File: config.mk
export PLATFORM = sky130hd
export DESIGN_NAME = murmur2_string_hash_core_flat
export DESIGN_NICKNAME = d
export VERILOG_FILES = /design/src/sv/mm2_pkg.sv /design/src/sv/mm2_if.sv /design/src/sv/mm2_dp.sv /design/src/sv/mm2_ctrl.sv /design/src/sv/murmur2_string_hash_core.sv /design/src/flat_wrapper.sv
export SDC_FILE = /design/constraint.sdc
export NUM_CORES = 1
export LEC_CHECK = 0
export ABC_CLOCK_PERIOD_IN_PS = 9600
export BUFFER_PORTS_ARGS = -buffer_cell sky130_fd_sc_hd__buf_2
export CAP_MARGIN = 20
export CORE_MARGIN = 3
export CORE_UTILIZATION = 55
export CTS_CLUSTER_DIAMETER = 80
export DETAILED_ROUTE_END_ITERATION = 10
export GPL_TIMING_DRIVEN = 1
export PLACE_DENSITY = 0.76
export SLEW_MARGIN = 20
export SYNTH_ARGS = -nofsm -noshare
export SYNTH_HDL_FRONTEND = slang
export SYNTH_HIERARCHICAL = 1
export SYNTH_SLANG_ARGS = --single-unit
File: constraint.sdc
create_clock -name clk -period 9.6 [get_ports clk]
set_input_delay 0.96 -clock clk [delete_from_list [all_inputs] [get_ports clk]]
set_output_delay 0.96 -clock clk [all_outputs]
set_load 0.02 [all_outputs]
File: src/sv/mm2_pkg.sv
// ----------------------------------------------------------------------------
// mm2_pkg
// Shared types and constants for the murmur2 string hash core.
// ----------------------------------------------------------------------------
package mm2_pkg;

	localparam int WORD_W  = 32;
	localparam int BYTES_W = 3;
	localparam int ADDR_W  = 1;

	localparam logic [WORD_W-1:0] MIX_MUL    = 32'h5bd1_e995;
	localparam logic [WORD_W-1:0] SEED_RESET = 32'hc70f_6907;
	localparam int                MIX_SHIFT  = 24;
	localparam int                FIN_SHIFT_A = 13;
	localparam int                FIN_SHIFT_B = 15;

	// register byte addresses
	localparam logic [ADDR_W-1:0] REG_SEED = 1'b0;

	// datapath multiplier operation
	typedef enum logic [2:0] {
		OP_NONE,
		OP_KEY1,
		OP_KEY2,
		OP_HASH_FULL,
		OP_HASH_TAIL,
		OP_FINAL
	} mm2_op_t;

	typedef struct packed {
		logic    load;     // capture chunk and starting hash
		logic    tail_xor; // fold masked tail bytes into hash on load
		mm2_op_t op;
	} mm2_cmd_t;

endpackage

File: src/sv/mm2_if.sv
// ----------------------------------------------------------------------------
// mm2 channel interfaces
// Chunk input channel and hash result channel, valid/ready handshake.
// ----------------------------------------------------------------------------
interface mm2_chunk_if;
	logic        valid;
	logic        ready;
	logic [31:0] chunk_word;
	logic [2:0]  chunk_bytes;
	logic        first_chunk;
	logic        last_chunk;
	logic [31:0] message_length;

	modport source (output valid, chunk_word, chunk_bytes, first_chunk, last_chunk,
		message_length, input ready);
	modport sink (input valid, chunk_word, chunk_bytes, first_chunk, last_chunk,
		message_length, output ready);
endinterface

interface mm2_hash_if;
	logic        valid;
	logic        ready;
	logic [31:0] hash_value;

	modport source (output valid, hash_value, input ready);
	modport sink (input valid, hash_value, output ready);
endinterface

File: src/sv/mm2_dp.sv
// ----------------------------------------------------------------------------
// mm2_dp
// Hash datapath: running hash, key register and one shared 32x32 multiplier.
// ----------------------------------------------------------------------------
module mm2_dp
	import mm2_pkg::*;
(
	input  logic              clk,
	input  mm2_cmd_t          cmd,
	input  logic [WORD_W-1:0] seed,
	input  logic [WORD_W-1:0] chunk_word,
	input  logic [BYTES_W-1:0] chunk_bytes,
	input  logic              first_chunk,
	input  logic [WORD_W-1:0] message_length,
	input  logic              arst_n,
	output logic [WORD_W-1:0] hash_value
);

	logic [WORD_W-1:0] h_q;
	logic [WORD_W-1:0] k_q;
	logic [WORD_W-1:0] word_q;
	logic [WORD_W-1:0] out_q;

	logic [WORD_W-1:0] h_start;
	logic [WORD_W-1:0] tail_mask;
	logic [WORD_W-1:0] mul_a;
	logic [WORD_W-1:0] mul_p;
	logic [WORD_W-1:0] fin_val;

	assign h_start = first_chunk ? (seed ^ message_length) : h_q;

	always_comb begin
		case (chunk_bytes)
			3'd1:    tail_mask = 32'h0000_00ff;
			3'd2:    tail_mask = 32'h0000_ffff;
			3'd3:    tail_mask = 32'h00ff_ffff;
			default: tail_mask = '0;
		endcase
	end

	always_comb begin
		unique case (cmd.op)
			OP_KEY1:      mul_a = word_q;
			OP_KEY2:      mul_a = k_q ^ (k_q >> MIX_SHIFT);
			OP_HASH_FULL: mul_a = h_q;
			OP_HASH_TAIL: mul_a = h_q;
			OP_FINAL:     mul_a = h_q ^ (h_q >> FIN_SHIFT_A);
			default:      mul_a = '0;
		endcase
	end

	// product modulo 2^32
	assign mul_p   = mul_a * MIX_MUL;
	assign fin_val = mul_p ^ (mul_p >> FIN_SHIFT_B);

	// running hash is control-visible state, cleared at reset
	always_ff @(posedge clk or negedge arst_n) begin
		if (!arst_n) begin
			h_q <= '0;
		end else if (cmd.load) begin
			h_q <= cmd.tail_xor ? (h_start ^ (chunk_word & tail_mask)) : h_start;
		end else if (cmd.op == OP_HASH_FULL) begin
			h_q <= mul_p ^ k_q;
		end else if (cmd.op == OP_HASH_TAIL) begin
			h_q <= mul_p;
		end
	end

	always_ff @(posedge clk) begin
		if (cmd.load) begin
			word_q <= chunk_word;
		end
		if (cmd.op == OP_KEY1 || cmd.op == OP_KEY2) begin
			k_q <= mul_p;
		end
		if (cmd.op == OP_FINAL) begin
			out_q <= fin_val;
		end
	end

	assign hash_value = out_q;

endmodule

File: src/sv/mm2_ctrl.sv
// ----------------------------------------------------------------------------
// mm2_ctrl
// Sequencer: key mix and hash update or a tail update; last chunks finalize.
// ----------------------------------------------------------------------------
module mm2_ctrl
	import mm2_pkg::*;
(
	input  logic               clk,
	input  logic               arst_n,
	input  logic               in_valid,
	output logic               in_ready,
	input  logic [BYTES_W-1:0] chunk_bytes,
	input  logic               last_chunk,
	output logic               out_valid,
	input  logic               out_ready,
	output mm2_cmd_t           cmd
);

	typedef enum logic [2:0] {
		ST_IDLE,
		ST_KEY1,
		ST_KEY2,
		ST_HASH,
		ST_TAIL,
		ST_FINAL
	} state_t;

	state_t state_q;
	logic   last_q;
	logic   out_valid_q;

	logic accept;
	logic is_tail;
	logic is_empty;
	logic out_free;

	assign in_ready = (state_q == ST_IDLE);
	assign accept   = in_valid && in_ready;
	assign is_tail  = last_chunk && (chunk_bytes != 3'd0) && (chunk_bytes < 3'd4);
	assign is_empty = last_chunk && (chunk_bytes == 3'd0);
	// result register free now or emptied at this edge
	assign out_free = !out_valid_q || out_ready;

	always_comb begin
		cmd.load     = accept;
		cmd.tail_xor = accept && is_tail;
		unique case (state_q)
			ST_KEY1:  cmd.op = OP_KEY1;
			ST_KEY2:  cmd.op = OP_KEY2;
			ST_HASH:  cmd.op = OP_HASH_FULL;
			ST_TAIL:  cmd.op = OP_HASH_TAIL;
			ST_FINAL: cmd.op = out_free ? OP_FINAL : OP_NONE;
			default:  cmd.op = OP_NONE;
		endcase
	end

	always_ff @(posedge clk or negedge arst_n) begin
		if (!arst_n) begin
			state_q     <= ST_IDLE;
			last_q      <= 1'b0;
			out_valid_q <= 1'b0;
		end else begin
			if (state_q == ST_FINAL && out_free) begin
				out_valid_q <= 1'b1;
			end else if (out_ready) begin
				out_valid_q <= 1'b0;
			end
			unique case (state_q)
				ST_IDLE: begin
					if (accept) begin
						last_q <= last_chunk;
						if (is_tail) begin
							state_q <= ST_TAIL;
						end else if (is_empty) begin
							state_q <= ST_FINAL;
						end else begin
							state_q <= ST_KEY1;
						end
					end
				end
				ST_KEY1: state_q <= ST_KEY2;
				ST_KEY2: state_q <= ST_HASH;
				ST_HASH: state_q <= last_q ? ST_FINAL : ST_IDLE;
				ST_TAIL: state_q <= ST_FINAL;
				ST_FINAL: begin
					if (out_free) begin
						state_q <= ST_IDLE;
					end
				end
				default: state_q <= ST_IDLE;
			endcase
		end
	end

	assign out_valid = out_valid_q;

endmodule

File: src/sv/murmur2_string_hash_core.sv
// ----------------------------------------------------------------------------
// murmur2_string_hash_core
// 32-bit MurmurHash2 of a byte message fed as little-endian 32-bit chunks.
// ----------------------------------------------------------------------------
// chunk: valid/ready input; one transfer per 32-bit chunk, first byte in
//   bits 7:0. first_chunk starts a message at seed ^ message_length;
//   last_chunk closes it, and chunk_bytes of one to three marks tail bytes there.
// digest: valid/ready output carrying one hash_value per last chunk.
// apb: seed register at address 0, written in the access phase, readable.
// sequence: every multiply goes through one shared 32x32 multiplier, so a
//   full chunk steps through KEY1, KEY2 and HASH before the next transfer,
//   a tail chunk through TAIL and FINAL, an empty last chunk through FINAL
//   alone and a last full chunk through KEY1, KEY2, HASH and FINAL. The
//   hash turns valid in the same cycle that ready returns.
// stall: the hash sits in an output register; a new chunk is taken while
//   it waits, and only a following finalization holds until it is taken.
// reset: seed returns to its default, running hash clears to zero, no
//   result is pending.
// ----------------------------------------------------------------------------
module murmur2_string_hash_core
	import mm2_pkg::*;
(
	input  logic              clk,
	input  logic              arst_n,
	input  logic              psel,
	input  logic              penable,
	input  logic              pwrite,
	input  logic [ADDR_W-1:0] paddr,
	input  logic [31:0]       pwdata,
	output logic [31:0]       prdata,
	output logic              pready,
	mm2_chunk_if.sink         chunk,
	mm2_hash_if.source        digest
);

	logic [WORD_W-1:0] seed_q;
	mm2_cmd_t          cmd;

	assign pready = 1'b1;
	assign prdata = (paddr == REG_SEED) ? seed_q : '0;

	always_ff @(posedge clk or negedge arst_n) begin
		if (!arst_n) begin
			seed_q <= SEED_RESET;
		end else if (psel && penable && pwrite && paddr == REG_SEED) begin
			seed_q <= pwdata;
		end
	end

	mm2_ctrl u_ctrl (
		.clk         (clk),
		.arst_n      (arst_n),
		.in_valid    (chunk.valid),
		.in_ready    (chunk.ready),
		.chunk_bytes (chunk.chunk_bytes),
		.last_chunk  (chunk.last_chunk),
		.out_valid   (digest.valid),
		.out_ready   (digest.ready),
		.cmd         (cmd)
	);

	mm2_dp u_dp (
		.clk            (clk),
		.cmd            (cmd),
		.seed           (seed_q),
		.chunk_word     (chunk.chunk_word),
		.chunk_bytes    (chunk.chunk_bytes),
		.first_chunk    (chunk.first_chunk),
		.message_length (chunk.message_length),
		.arst_n         (arst_n),
		.hash_value     (digest.hash_value)
	);

endmodule

File: src/flat_wrapper.sv
// flat-port wrapper written by rule: the top's interface ports become plain ports
module murmur2_string_hash_core_flat import mm2_pkg::*;
  (clk, arst_n, psel, penable, pwrite, paddr, pwdata, prdata, pready, chunk_valid, chunk_chunk_word, chunk_chunk_bytes, chunk_first_chunk, chunk_last_chunk, chunk_message_length, chunk_ready, digest_valid, digest_hash_value, digest_ready);
  mm2_chunk_if chunk_i ();
  mm2_hash_if digest_i ();
  input  logic clk;
  input  logic arst_n;
  input  logic psel;
  input  logic penable;
  input  logic pwrite;
  input  logic [ADDR_W-1:0] paddr;
  input  logic [31:0] pwdata;
  output logic [31:0] prdata;
  output logic pready;
  input wire logic [$bits(chunk_i.valid)-1:0] chunk_valid;
  input wire logic [$bits(chunk_i.chunk_word)-1:0] chunk_chunk_word;
  input wire logic [$bits(chunk_i.chunk_bytes)-1:0] chunk_chunk_bytes;
  input wire logic [$bits(chunk_i.first_chunk)-1:0] chunk_first_chunk;
  input wire logic [$bits(chunk_i.last_chunk)-1:0] chunk_last_chunk;
  input wire logic [$bits(chunk_i.message_length)-1:0] chunk_message_length;
  output wire logic [$bits(chunk_i.ready)-1:0] chunk_ready;
  output wire logic [$bits(digest_i.valid)-1:0] digest_valid;
  output wire logic [$bits(digest_i.hash_value)-1:0] digest_hash_value;
  input wire logic [$bits(digest_i.ready)-1:0] digest_ready;
  assign chunk_i.valid = chunk_valid;
  assign chunk_i.chunk_word = chunk_chunk_word;
  assign chunk_i.chunk_bytes = chunk_chunk_bytes;
  assign chunk_i.first_chunk = chunk_first_chunk;
  assign chunk_i.last_chunk = chunk_last_chunk;
  assign chunk_i.message_length = chunk_message_length;
  assign chunk_ready = chunk_i.ready;
  assign digest_valid = digest_i.valid;
  assign digest_hash_value = digest_i.hash_value;
  assign digest_i.ready = digest_ready;
  murmur2_string_hash_core u_core (.clk(clk), .arst_n(arst_n), .psel(psel), .penable(penable), .pwrite(pwrite), .paddr(paddr), .pwdata(pwdata), .prdata(prdata), .pready(pready), .chunk(chunk_i), .digest(digest_i));
endmodule
==> flow_metrics.py <==
metrics = {
    "die": {
        "dieHeight_um": 185,
        "rows": 64,
        "die_area_um2": 34300,
        "initial_core_util_pct": 56.8,
        "die_width_um": 185,
        "fp.coreArea_um2": 31100,
        "pin_count": 176,
    },
    "global_route": {
        "overflow": 0,
        "grt_pass1_wl_um": 77100,
        "grtUsageTotal_pct": 30.2,
        "grt_pass1_vias": 13600,
        "grt_max_degree": 74,
        "antenna_found_initial": 0,
    },
    "logic_synthesis": {
        "syn_area_per_cell_um2": 10.2,
        "synth_nets": 2231,
        "synthMuxAreaShare_pct": 3.67,
        "synthAdderAreaFrac_pct": 35.8,
        "ys_ff_latch": 165,
        "synth_cell_type_count": 79,
        "ys.flop_type": "edfxtp_1",
        "synth_enable_flop_cells": 96,
        "yosys.area_share.simple_pct": 7.33,
        "synth_compound_area_share_pct": 8.91,
        "synthTopCellsByArea": "fa_1 (21%), edfxtp_1 (16%), ha_1 (15%), inv_1 (8.0%), dfrtp_1 (7.5%)",
        "synth_top_family_by_area": "adder cells",
        "synth_top_area_cell": "fa_1",
        "synthesis.instances": 1725,
        "synth_top_area_share_pct": 20.5,
        "seq_area_frac_synth_pct": 26.2,
        "ys.warnings.count": 6,
        "synth_area_um2": 17700,
        "async_reset_ff_share_pct": 41.8,
        "synth-xor-area-share_pct": 8.67,
    },
    "timing": {
        "max_slew_margin_pct": 29.1,
        "final-setup-viol-count": 0,
        "rsz0062_at_grt": "no",
        "fin_ws_ns": 0.397,
        "min_period_ns": 9.20,
        "fin_crit_sh_pct": 95.9,
        "final-max-slew-violation-count": 0,
        "worst_pin_slew_ns": 1.03,
        "max_clock_freq_mhz": 109,
        "final_hold_viol_count": 0,
        "clock_skew_ns": 0.0128,
    },
    "critical_path": {
        "worst_path_max_delay_cell": "fa_1",
        "crit_buf_inv": 10,
        "critPathTopFamily": "adder cells",
        "start_kind": "input port",
        "crit_fanout": 26,
        "end_kind": "flip-flop",
        "cp_common_cell": "fa_1",
        "worstPathRequired_ns": 9.95,
        "slowest_delay_ns": 0.68,
        "worst-endpoint-arrival_ns": 9.56,
        "crit_type": "input port to flip-flop",
    },
    "clocking": {
        "clock-sinks": 165,
        "cts_buffers": 17,
        "ctsHtreeMaxLevel": 4,
        "clockBufferDepth": 2,
        "clk_pin_slew_ns": 0.06,
        "insertion_delay_ns": 0.44,
        "cts_tree": "yes",
        "cts_root_buf": "clkbuf_16",
    },
    "routing": {
        "num_vias": 12900,
        "dr.first_iter.drc_count": 857,
        "via_per_inst": 5.46,
        "drc": 0,
        "ant_nets": 0,
        "drt-pass1-iter-count": 5,
        "routedWlPerCell_um": 20.9,
        "drt-total-wl_um": 49400,
    },
    "min_path": {
        "hp-class": "flip-flop to flip-flop",
    },
    "final_layout": {
        "num_antenna_cells": 0,
        "fin_cells": 2357,
        "nNetsFinal": 2454,
        "layout-drive-gt1-share_pct": 17.8,
        "area_growth_pct": 13.1,
    },
    "placement": {
        "gp_congestion": 1.04,
        "place_inst": 2325,
        "post-place-ws_ns": -0.0274,
        "io_buffer_count": 174,
        "dp_hpwl_um": 40800,
    },
    "run_status": {
        "status": "finished clean",
    },
    "job": {
        "drv_cap": 0,
    },
}
==> cells in the mapped netlist, types with 5 or more instances <==
cell and instances:
nand3_1 5, a211oi_1 8, nor2_1 53, ha_1 216, nor3_1 5, nor2b_1 39, mux2_4 32, o21ai_1 21
nand2_1 142, a21oi_1 65, buf_6 6, a21o_1 12, xnor2_1 108, a22oi_1 14, o211ai_1 5, a221o_1 8
buf_2 5, dfrtp_1 53, fa_1 181, mux2i_1 10, edfxtp_1 96, o21ai_0 60, inv_1 377, clkbuf_1 28
dfstp_2 16, xor2_1 59, o221ai_1 9
==> routing by layer <==
metal  global-route usage (%)  up-vias  routed length [µm]
met5                        0        -                   0
met4                     11.6        0                1880
met3                     6.07       80                3420
met2                     49.2      486               23400
met1                     40.0     6309               20700
li1                         -     5992                   -
==> per-stage QoR <==
| stage | hold WS, ns | instance area [µm²] | TNS [ns] | util (%) |
|---|---|---|---|---|
| final | 0.559 | 20000 | 0 | 64.2 |
| after global routing | 0.578 | 20000 | 0 | 64.2 |
| after CTS | 0.555 | 19900 | 0 | 64.2 |
| after detailed placement | 0.540 | 19400 | -0.0442 | 62.4 |
| after global placement | 0.527 | 19400 | 0 | 62.4 |
| after floorplan | 0.494 | 17700 | 0 | - |
==> cell families after synthesis <==
kind of cell	count (synthesis)
buf+inv	423
flops	165
mux	48
xor+xnor	170
fa+ha+maj	397
other cells	1
simple gates	276
compound gates	245
==> final timing paths <==
kind	from	to	slack (ns)	cells past startpoint
worst max register to register	u_core/u_ctrl/state_q[2]$_DFFE_PN0P_	u_core/u_dp/h_q[30]$_DFFE_PN0P_	0.45	34
max in group asynchronous	arst_n	u_core/u_dp/h_q[15]$_DFFE_PN0P_	8.28	2
worst min-delay path	u_core/seed_q[5]$_DFFE_PN0P_	u_core/seed_q[5]$_DFFE_PN0P_	0.56	1
worst min register to register	u_core/seed_q[5]$_DFFE_PN0P_	u_core/seed_q[5]$_DFFE_PN0P_	0.56	1
min in group asynchronous	arst_n	u_core/seed_q[7]$_DFFE_PN0P_	0.72	2
worst max-delay path	digest_ready	u_core/u_dp/h_q[30]$_DFFE_PN0P_	0.40	36
==> cell type report <==
class | count | area [µm²]
inverter | 378 | 1420
multi-input combinational | 1137 | 11400
sequential | 165 | 4630
clock inverter | 10 | 91.3
tap | 396 | 495
timing repair buffer | 249 | 1460
fill | 2527 | 11100
clock buffer | 22 | 475
==> cells in the final DEF (no fill, tap or decap), types with 8 or more instances in the layout <==
cell type	count
a211oi_1	8
clkbuf_16	18
dfstp_2	16
buf_2	174
mux2_4	32
buf_4	73
o21ai_0	59
nor2_1	53
xnor2_1	108
o221ai_1	9
ha_1	216
mux2i_1	10
inv_1	377
fa_1	181
o21ai_1	21
a21o_1	12
a221o_1	8
dfrtp_1	53
edfxtp_1	96
nand2_1	142
xor2_1	59
a21oi_1	65
nor2b_1	38
a22oi_1	14
==> state kept, by name, indices dropped and copies added (netlist names) <==
signal                   count
u_core/seed_q               32
u_core/u_ctrl/last_q         1
u_core/u_ctrl/out_valid      1
u_core/u_ctrl/state_q        3
u_core/u_dp/h_q             32
u_core/u_dp/hash_value      32
u_core/u_dp/k_q             32
u_core/u_dp/word_q          32
==> timing repair <==
| item | CTS | global route |
|---|---|---|
| setup endpoints to repair | 0 | 2 |
| hold buffers | 0 | 0 |
| setup buffers | 0 | 0 |
| gates resized for setup | 0 | 1 |
Power is left out: the tool's default activity adds up to more than one toggle a clock period on the data nets, which glitch-free logic cannot reach.
